**src/hw/rtl/dlfb_pkg.sv**
```systemverilog
// shared types and constants for the dense layer forward/backward engine
// no dependencies
package dlfb_pkg;

    localparam int MAX_EMIT = 16;

    typedef enum logic [2:0] {
        ACT_LOAD_W   = 3'd0,
        ACT_LOAD_B   = 3'd1,
        ACT_FORWARD  = 3'd2,
        ACT_BACKWARD = 3'd3,
        ACT_READ     = 3'd4,
        ACT_CLEAR    = 3'd5
    } action_t;

    typedef enum logic [1:0] {
        KIND_FWD   = 2'd0,
        KIND_IGRAD = 2'd1,
        KIND_READ  = 2'd2
    } kind_t;

    typedef enum logic [3:0] {
        ST_IDLE,
        ST_FWD_MAC,
        ST_FWD_OUT,
        ST_BWD_STEP,
        ST_BWD_BIAS,
        ST_IG_OUT,
        ST_READ,
        ST_CLEAR,
        ST_INIT
    } state_t;

    // commands from controller to datapath
    typedef struct packed {
        logic       capture;    // latch the accepted item
        logic       store_item; // write loads / forward element
        logic       fwd_mac;    // forward multiply-accumulate step
        logic       fwd_emit;   // forward output ready
        logic       bwd_step;   // backward column step
        logic       bwd_bias;   // bias gradient update
        logic       ig_emit;    // input gradient output
        logic       rd_emit;    // gradient readout output
        logic       clr_step;   // clearing sweep step
        logic       cnt_clear;  // reset the step counter
        logic       cnt_inc;    // advance step counter
    } dlfb_cmd_t;

    typedef struct packed {
        logic [2:0] action;
        logic       slot_ok;
        logic       row_ok;
        logic       last;
        logic       cnt_end_in;
        logic       cnt_end_out;
        logic       cnt_end_clr;
        logic       cnt_end_emit_in;
        logic       cnt_end_emit_out;
        logic       pipe_busy;
        logic       out_free;
    } dlfb_stat_t;

    function automatic logic signed [31:0] sat32(input logic signed [47:0] v);
        if (v > 48'sd2147483647)
            return 32'sh7fffffff;
        else if (v < -48'sd2147483648)
            return 32'sh80000000;
        else
            return v[31:0];
    endfunction

endpackage

```
**src/hw/rtl/dlfb_ctrl.sv**
```systemverilog
// controller state machine for the dense layer engine
// depends on dlfb_pkg
module dlfb_ctrl
    import dlfb_pkg::*;
(
    input  logic       aclk,
    input  logic       aresetn,
    input  logic       s_tvalid,
    output logic       s_tready,
    input  dlfb_stat_t stat,
    output dlfb_cmd_t  cmd
);
    state_t state_reg, state_next;

    always_ff @(posedge aclk) begin
        if (!aresetn)
            state_reg <= ST_INIT;
        else
            state_reg <= state_next;
    end

    always_comb begin
        state_next = state_reg;
        cmd = '0;
        s_tready = 1'b0;
        case (state_reg)
            ST_INIT: begin
                cmd.clr_step = 1'b1;
                cmd.cnt_inc = 1'b1;
                if (stat.cnt_end_clr) begin
                    cmd.cnt_clear = 1'b1;
                    state_next = ST_IDLE;
                end
            end
            ST_IDLE: begin
                s_tready = !stat.pipe_busy;
                if (s_tvalid && s_tready) begin
                    cmd.capture = 1'b1;
                    cmd.cnt_clear = 1'b1;
                    state_next = ST_IDLE;
                end else if (stat.pipe_busy) begin
                    // item captured last cycle: dispatch
                    case (stat.action)
                        ACT_LOAD_W, ACT_LOAD_B: begin
                            cmd.store_item = 1'b1;
                        end
                        ACT_FORWARD: begin
                            cmd.store_item = 1'b1;
                            if (stat.slot_ok && stat.last)
                                state_next = ST_FWD_MAC;
                        end
                        ACT_BACKWARD: begin
                            if (stat.slot_ok && stat.row_ok)
                                state_next = ST_BWD_STEP;
                            else if (stat.last)
                                state_next = ST_IG_OUT;
                            else
                                cmd.store_item = 1'b1;
                        end
                        ACT_READ: state_next = ST_READ;
                        ACT_CLEAR: begin
                            cmd.store_item = 1'b1;
                            state_next = ST_CLEAR;
                        end
                        default: cmd.store_item = 1'b1;
                    endcase
                end
            end
            ST_FWD_MAC: begin
                cmd.fwd_mac = 1'b1;
                cmd.cnt_inc = 1'b1;
                if (stat.cnt_end_in) begin
                    cmd.cnt_clear = 1'b1;
                    state_next = ST_FWD_OUT;
                end
            end
            ST_FWD_OUT: begin
                if (stat.out_free) begin
                    cmd.fwd_emit = 1'b1;
                    if (stat.cnt_end_emit_out) begin
                        cmd.store_item = 1'b1;
                        state_next = ST_IDLE;
                    end else
                        state_next = ST_FWD_MAC;
                end
            end
            ST_BWD_STEP: begin
                cmd.bwd_step = 1'b1;
                cmd.cnt_inc = 1'b1;
                if (stat.cnt_end_in) begin
                    cmd.cnt_clear = 1'b1;
                    state_next = ST_BWD_BIAS;
                end
            end
            ST_BWD_BIAS: begin
                cmd.bwd_bias = 1'b1;
                if (stat.last)
                    state_next = ST_IG_OUT;
                else begin
                    cmd.store_item = 1'b1;
                    state_next = ST_IDLE;
                end
            end
            ST_IG_OUT: begin
                if (stat.out_free) begin
                    cmd.ig_emit = 1'b1;
                    cmd.cnt_inc = 1'b1;
                    if (stat.cnt_end_emit_in) begin
                        cmd.store_item = 1'b1;
                        state_next = ST_IDLE;
                    end
                end
            end
            ST_READ: begin
                cmd.cnt_inc = 1'b1;
                if (stat.out_free && stat.cnt_end_emit_in) begin
                    cmd.rd_emit = 1'b1;
                    cmd.store_item = 1'b1;
                    state_next = ST_IDLE;
                end
            end
            ST_CLEAR: begin
                cmd.clr_step = 1'b1;
                cmd.cnt_inc = 1'b1;
                if (stat.cnt_end_clr) begin
                    cmd.cnt_clear = 1'b1;
                    state_next = ST_IDLE;
                end
            end
            default: state_next = ST_IDLE;
        endcase
    end

    // no new item while a captured one is still in work
    a_no_accept_busy: assert property (@(posedge aclk) disable iff (!aresetn)
        stat.pipe_busy |-> !s_tready) else $error("accept while busy");
    a_emit_excl: assert property (@(posedge aclk) disable iff (!aresetn)
        $countones({cmd.fwd_emit, cmd.ig_emit, cmd.rd_emit}) <= 1)
        else $error("two emits at once");
    a_emit_free: assert property (@(posedge aclk) disable iff (!aresetn)
        (cmd.fwd_emit || cmd.ig_emit || cmd.rd_emit) |-> stat.out_free)
        else $error("emit into full output");
endmodule

```
**config.mk**
```make
export PLATFORM = sky130hd
export DESIGN_NAME = dlfb_ctrl
export DESIGN_NICKNAME = d
export VERILOG_FILES = /design/src/hw/rtl/dlfb_pkg.sv /design/src/hw/rtl/dlfb_ctrl.sv
export SDC_FILE = /design/constraint.sdc
export NUM_CORES = 1
export LEC_CHECK = 0
export BUFFER_PORTS_ARGS = -buffer_cell sky130_fd_sc_hd__buf_2
export CAP_MARGIN = 40
export CORE_MARGIN = 1.5
export CORE_UTILIZATION = 45
export CTS_CLUSTER_DIAMETER = 150
export CTS_CLUSTER_SIZE = 30
export DETAILED_ROUTE_END_ITERATION = 6
export PLACE_DENSITY = 0.78
export SLEW_MARGIN = 20
export SYNTH_ARGS = -nofsm -noshare
export SYNTH_HDL_FRONTEND = slang
export SYNTH_SLANG_ARGS = --single-unit
```
**constraint.sdc**
```tcl
create_clock -name aclk -period 1.8 [get_ports aclk]
set_input_delay 0.18 -clock aclk [delete_from_list [all_inputs] [get_ports aclk]]
set_output_delay 0.18 -clock aclk [all_outputs]
set_load 0.02 [all_outputs]
```
==> metrics, run 1 <==
worst min-delay path category input port to flip-flop; RePlAce Congestion 0.878; Worst slew margin 79.5%; Clock Latency Late Sink between 0.2 and 0.25 ns; number of max-cap violations 0; Max FO, Critical Path 6; top cell type by total area after synthesis dfxtp_1; synthesized flop and latch total 4; via count 789; final slew viol count 0; post-route setup slack around 0.024 ns; die extent in y around 40 um; TritonRoute pass-1 iters 4; CTS tree yes; die area ~1500 sq um; layout cell share with drive strength beyond 1 between 40% and 50%; sequential area share after synthesis between 10% and 20%; yosys warns 0; design area around 840 sq um; pwr/cell area between 600 and 700 nW/um^2; Commonest cells post-synth 13 x nand2_1, 7 x nor2_1, 6 x nor2b_1, 5 x a21oi_1; r2r worst-path depth 6; Avg Inst Size Synth approximately 6.7 sq um; ys flop type dfxtp_1; max reg flops 4; total inserted antenna cells 0; Final Hold Vio Count 0; worst vdd ir between 400 and 500 uV; status finished, final reports clean; hold-critical path depth 2; post-synth top area share between 10 and 15%; Period Utilization, post-route between 90% and 100%; nets around 140; # setup viols final 0; Netlist cell types 35; first-pass GRT wire length between 2 and 3 mm; Async SR Flop Fraction 0%; vias in the first global route about 640; Starting Density 50.6%; Post-synth EDFFs 0; Worst Max-Slew Pin Slew about 0.3 ns; PortBufs 26; WL per Instance between 10 and 15 um; crit end category primary output; pin count of the biggest net entering global routing 12; Reg clk slew, reported paths 0.04 ns; Crit Path Class flip-flop to primary output; clock sinks 4; pre-CTS setup slack about 0.14 ns; CTS max path bufs 2; die outline width 39.3 um; hold_buf cts 0; syn nets 104; Top Ports 28; CTS root buf clkbuf_4; H-tree depth 1; Static Leak between 0.4 and 0.5 nW; Setup TNS Final 0 ns; DP Cell Count between 100 and 150; final core occ 71.8%; FMAX 0.563 GHz; vias per cell 5.84; Critical Path Source Type flip-flop; # fillers 97; area grow syn2layout 41.8%; Synth area leaders dfxtp_1 14%, nand2_1 8.2%, nor2b_1 6.3%; Worst Skew between 0.006 and 0.007 ns; DPL Wire Length approximately 1.3 mm; min Tclk post-route 1.78 ns; core area between 1000 and 1500 sq um; Syn Inst Count 88; Data required, critical path 1.62 ns; all-layer global routing usage 24.6%; Arr. time, crit path about 1.6 ns; area post-placement 771 sq um; Num CTS Buffers 3; DR iter-0 viols 12; mapped cell area ~590 sq um; DRC 0; WL final about 1.7 mm; post-route ant nets 0; most common cell in the netlist nand2_1; GRT overflow 0; initial antenna violation count 0; Finished Layout Cells 135; # rows 12
[worst max-delay path: stages (launching register included)]
cell and delay, ns:
dfxtp_2 0.37, nor2_2 0.17, nand2_2 0.09, or4b_1 0.50, nand3_1 0.09, buf_4 0.14
[per-stage QoR]
step | hold slack (ns) | total power (W)
after global placement | 0.425 | 0.000424
after global routing | 0.211 | 0.000624
final | 0.199 | 0.000581
after detailed placement | 0.433 | 0.000429
after CTS | 0.196 | 0.000554
after floorplan | 0.260 | 0.000324
[worst paths after layout]
check                 endpoint  slack, ns         start
setup / recovery        cmd[9]       0.02  state_reg[1]
hold / removal    state_reg[3]       0.20       aresetn
setup reg to reg  state_reg[0]       0.13  state_reg[3]
hold reg to reg   state_reg[0]       0.55  state_reg[0]
[report_power, final]
group | total (W) | leakage [nW] | switching, W | internal (W)
logic | 0.000342 | 0.356 | 0.000183 | 0.000160
registers | 0.000124 | 0.0345 | 0.0000237 | 0.000100
clock network | 0.000115 | 0.0138 | 0.0000403 | 0.0000749
[final cells by class]
cell class	count	area [sq um]	share of cell area (%)
Multi-Input combinational cell	74	495	58.9
Timing Repair Buffer	35	200	23.8
Sequential cell	4	86.3	10.3
Clock buffer	3	22.5	2.68
Inverter	5	18.8	2.23
Tap cell	14	17.5	2.08
[metal layers]
layer	wire, um	GRT usage, %	vias to the layer above
met5	0	0	-
met4	0	0	0
met3	95	5.11	0
met2	796	44.2	37
met1	826	31.8	361
li1	-	-	391
[timing repair]
action,in CTS,in global routing
pin swaps,2,1
resized for setup,2,9
endpoints found under the setup margin,1,4
setup buffers,2,0
[cells by family after synthesis]
kind of cell	synth area share [%]
AOI/OAI and AO/OA	28.5
buffers and inverters	7.80
DFF	13.5
muxes	5.06
and+or+nand+nor	45.2
[cell usage in the layout, fill, tap and decap left out, types with 3 or more instances in the layout]
master    count
nor2b_1       5
nor2_1        5
and3_1        3
buf_4        10
inv_1         4
o22ai_1       3
a21oi_1       5
buf_2        25
mux2i_1       3
clkbuf_4      3
a31oi_1       4
nand2_1      12
o21ai_0       4
(Power assumes the default switching activity.)
==> inputs of run 2 (changes only) <==
Clock period 1.8 ns to 1.69 ns, I/O delays scaled along.
==> metrics, run 2 (same netlist as run 1, synthesis figures left out) <==
post-route ant nets 0 (unchanged); worst min-delay path category input port to flip-flop; die extent in y 39.3 um (unchanged); WL per Instance 12.8 um (+0.83%); critical path's slowest cell or4b_4; FMAX between 0.5 and 0.6 GHz; Max Used Layer met4; Flop pwr share 20.2% (-1.1 points); Worst Max-Slew Pin Slew 0.290 ns (-0.0166 ns); Internal 0.000374 W (+12%); via count 793 (+0.51%); final slew viol count 0 (unchanged); crit-path cells nor2_4 -> nand2_2 -> or4b_4 -> nand3_2 -> buf_6; Clock Latency Late Sink 0.25 ns (about the same); DP Cell Count 133 (+2.3%); # rows 12 (unchanged); first-pass GRT wire length 2.62 mm (-2.1%); max reg flops 4 (unchanged); RSZ-0062 raised after global routing yes; min Tclk post-route ~1.7 ns; total chip power 0.000643 W (+11%); WL met2 847 um (+6.4%); area grow syn2layout 47.9%; die area 1540 sq um (unchanged); H-tree depth 1 (unchanged); Comb pwr share 59.8% (+0.9 points); Worst slew margin 80.4% (+0.88 points); Arr. time, crit path 1.50 ns (-0.10 ns); Crit Path Class flip-flop to primary output; die outline width 39.3 um (unchanged); post-route setup slack 0.0214 ns (-0.00291 ns); Crit path largest cell delay 0.51 ns (about the same); Critical Path Source Type flip-flop; layout cell share with drive strength beyond 1 45.5% (+3.4 points); Final Hold Vio Count 0 (unchanged); TritonRoute pass-1 iters 4 (unchanged); crit end category primary output; DR iter-0 viols 24 (+12); WL final 1.76 mm (+2.3%); Worst Path Buf+Inv 1 (unchanged); Top Ports 28 (unchanged); CTS tree yes; pwr/cell area 733 nW/um^2 (+6.1%); clock sinks 4 (unchanged); Reg clk slew, reported paths 0.04 ns (about the same); GRT overflow 0 (unchanged); # setup viols final 0 (unchanged); vias in the first global route 644 (+0.47%); pre-CTS setup slack 0.0706 ns (-0.0727 ns); all-layer global routing usage 25.0% (+0.33 points); total net switching power 0.000270 W (+9.3%); cell type group with the largest total delay on the critical path simple AND/OR/NAND/NOR gates; core area 1170 sq um (unchanged); total inserted antenna cells 0 (unchanged); hold_buf cts 0 (unchanged); CTS root buf clkbuf_4; clock power share 20.0% (+0.2 points); initial antenna violation count 0 (unchanged); area post-placement 793 sq um (+2.9%); vias per cell 5.79 (-0.96%); most frequent cells in the layout 24 x buf_2, 12 x nand2_1, 11 x buf_4; Starting Density 50.6% (unchanged); Data required, critical path 1.52 ns (-0.10 ns); Static Leak 0.424 nW (+4.9%); nets 141 (+1.4%); # fillers 91 (-6.2%); status finished, final reports clean; RePlAce Congestion 0.870 (-0.90%); DPL Wire Length 1.34 mm (+6.2%); Max FO, Critical Path 5 (-1); number of max-cap violations 0 (unchanged); Period Utilization, post-route 98.7%; M1 WL 794 um (-3.9%); DRC 0 (unchanged); Num CTS Buffers 3 (unchanged); pin count of the biggest net entering global routing 12 (unchanged); CTS max path bufs 2 (unchanged); worst vdd ir 396 uV (-16%); PortBufs 26 (unchanged); Worst Skew 0.00397 ns (-0.00300 ns); design area 877 sq um (+4.3%); sw frac 41.9% (-0.53 points); most common cell after layout, fill and taps aside buf_2; met3 wire len 102 um (+7.4%); Finished Layout Cells 137 (+1.5%); final core occ 74.9% (+3.1 points)
## run 2: routing by layer
| metal | track usage [%] | up-vias |
|---|---|---|
| met5 | 0 | - |
| met3 | 3.41 | 2 |
| met2 | 45.4 | 31 |
| met4 | 5.17 | 0 |
| li1 | - | 398 |
| met1 | 30.7 | 362 |
## run 2: layout make-up
type,instances,area [sq um],area share (%)
Multi-Input combinational cell,74,500,57.1
Timing Repair Buffer,37,225,25.7
Sequential cell,4,92.6,10.6
Clock buffer,3,22.5,2.57
Inverter,5,18.8,2.14
Tap cell,14,17.5,2.00
## run 2: worst paths after layout
kind,from,end,slack (ns),cells after the start
max,state_reg[3],cmd[9],0.02,5
min,aresetn,state_reg[3],0.17,2
max reg2reg,state_reg[2],state_reg[2],0.09,5
min reg2reg,state_reg[0],state_reg[0],0.53,2
## run 2: metrics by stage
step	hold slack [ns]	TNS, ns
5_1_grt	0.181	-0.0332
3_5_place_dp	0.420	0
2_1_floorplan	0.249	0
3_3_place_gp	0.423	0
4_1_cts	0.167	0
6_report	0.174	0
## run 2: timing repair
item	in CTS	in global routing
resized for setup	10	10
pin swaps	4	1
setup endpoints to repair	2	2
setup buffers	1	0
hold endpoints to repair	0	0
## run 2: power by group through the flow
stage	Sequential [W]	Combinational [W]	Clock, W
4_1_cts	0.000128	0.000364	0.000133
5_1_grt	0.000132	0.000413	0.000139
2_1_floorplan	0.000118	0.000227	0
3_3_place_gp	0.000124	0.000343	0
3_5_place_dp	0.000124	0.000349	0
6_report	0.000130	0.000384	0.000129
==> inputs of run 3 (changes only) <==
Settings changed: PLACE_DENSITY 0.78 to 0.83.
==> metrics, run 3 (same netlist as run 1, synthesis figures left out) <==
status finished, final reports clean; Data required, critical path 1.52 ns (about the same); Final Hold Vio Count 0 (unchanged); Setup TNS Final 0 ns (unchanged); final slew viol count 0 (unchanged); worst min-delay path category input port to flip-flop; worst vdd ir 420 uV (+6.1%); RSZ-0062 raised after global routing yes; Worst slew margin 78.1% (-2.3 points); Max FO, Critical Path 5 (unchanged); area grow syn2layout 46.2%; first-pass GRT wire length 2.91 mm (+11%); Crit. Startpoint state_reg[0]; Fin Hold WS 0.195 ns (+0.0201 ns); clock sinks 4 (unchanged); nets 141 (unchanged); CTS tree yes; Worst Max-Slew Pin Slew 0.328 ns (+0.0376 ns); Period Utilization, post-route 99.8% (+1.1 points); core area 1170 sq um (unchanged); die area 1540 sq um (unchanged); CTS root buf clkbuf_4; GRT overflow 0 (unchanged); DR iter-0 viols 16 (-33%); Num CTS Buffers 3 (unchanged); total inserted antenna cells 0 (unchanged); H-tree depth 1 (unchanged); hold_buf cts 0 (unchanged); Arr. time, crit path 1.52 ns (+0.02 ns); hold wc startpoint aresetn; reg2reg start state_reg[2]; all-layer global routing usage 27.3% (+2.3 points); initial antenna violation count 0 (unchanged); Clock Latency Late Sink 0.24 ns (about the same); CTS max path bufs 2 (unchanged); WL per Instance 14.4 um (+12%); Top Ports 28 (unchanged); Critical Path Source Type flip-flop; WL final 1.97 mm (+12%); Static Leak 0.424 nW (-0.12%); layout cell share with drive strength beyond 1 45.5% (unchanged); pwr/cell area 733 nW/um^2 (about the same); Reg clk slew, reported paths 0.05 ns (about the same); # rows 12 (unchanged); most frequent cells in the layout 25 x buf_2, 12 x nand2_1, 10 x buf_4; RePlAce Congestion 0.844 (-3.0%); die outline width 39.3 um (unchanged); die extent in y 39.3 um (unchanged); max reg flops 4 (unchanged); # setup viols final 0 (unchanged); vias in the first global route 738 (+15%); Crit Path Class flip-flop to primary output; TritonRoute pass-1 iters 4 (unchanged); vias per cell 5.90 (+1.9%); DPL Wire Length 1.46 mm (+9.6%); post-route ant nets 0 (unchanged); FMAX 0.593 GHz (-1.1%); Starting Density 50.6% (unchanged); pin count of the biggest net entering global routing 14 (+2); Worst Skew 0.00941 ns (+0.00544 ns); crit end category primary output; min Tclk post-route 1.69 ns (+0.0182 ns); PortBufs 26 (unchanged); number of max-cap violations 0 (unchanged); via count 808 (+1.9%); most common cell after layout, fill and taps aside buf_2; DRC 0 (unchanged)
## run 3: cell count changes in the layout (fill, tap and decap cells not counted)
| cell | change |
|---|---|
| buf_2 | +1 |
| buf_4 | -1 |
| dfxtp_2 | +1 |
| dfxtp_4 | -1 |
| nor2_2 | +1 |
| nor2_4 | -1 |
## run 3: worst max-delay path, cell delays in order (launching register included)
cell and delay, ns:
dfxtp_4 0.37, nor2_4 0.13, nand2_2 0.07, or4b_4 0.52, nand3_2 0.08, buf_6 0.11
## run 3: per-layer routing
metal	GRT usage, %	up-vias	part of all wire [%]
met5	0	-	0
met4	6.90	0	1.3
met3	6.25	4	5.5
met2	52.1	41	52
met1	29.6	365	41
li1	-	398	-
## run 3: final timing paths
| kind | end | slack [ns] | depth (start not counted) |
|---|---|---|---|
| worst max-delay path | cmd[9] | 0.003 | 5 |
| worst min-delay path | state_reg[3] | 0.19 | 2 |
| worst max register to register | state_reg[0] | 0.04 | 5 |
| worst min register to register | state_reg[1] | 0.54 | 2 |
## run 3: power by group
part           total (W)  switching, W  internal, W
clock network   0.000124     0.0000443    0.0000798
registers       0.000129     0.0000220     0.000107
logic           0.000382      0.000203     0.000179
## run 3: per-stage QoR
stage	instances	total power [W]	instance area, sq um	util (%)	setup WS, ns
2_1_floorplan	88	0.000345	598	-	0.0367
3_3_place_gp	133	0.000461	793	67.7	0.135
3_5_place_dp	133	0.000474	793	67.7	0.0925
4_1_cts	137	0.000610	845	72.1	-0.0223
5_1_grt	137	0.000678	867	74.0	-0.0479
6_report	137	0.000635	867	74.0	0.00326
## run 3: final cells by class
class / count / area, sq um
well taps: 14 / 17.5
fillers: 98 / 304
clock buffers: 3 / 22.5
repair buffers: 37 / 223
flip-flops and latches: 4 / 90.1
multi-input cells: 74 / 495
inverters: 5 / 18.8
## run 3: timing repair
action	4_1_cts	5_1_grt
pin swaps	2	4
setup endpoints to repair	2	3
gates resized for setup	8	9
buffers inserted	1	0
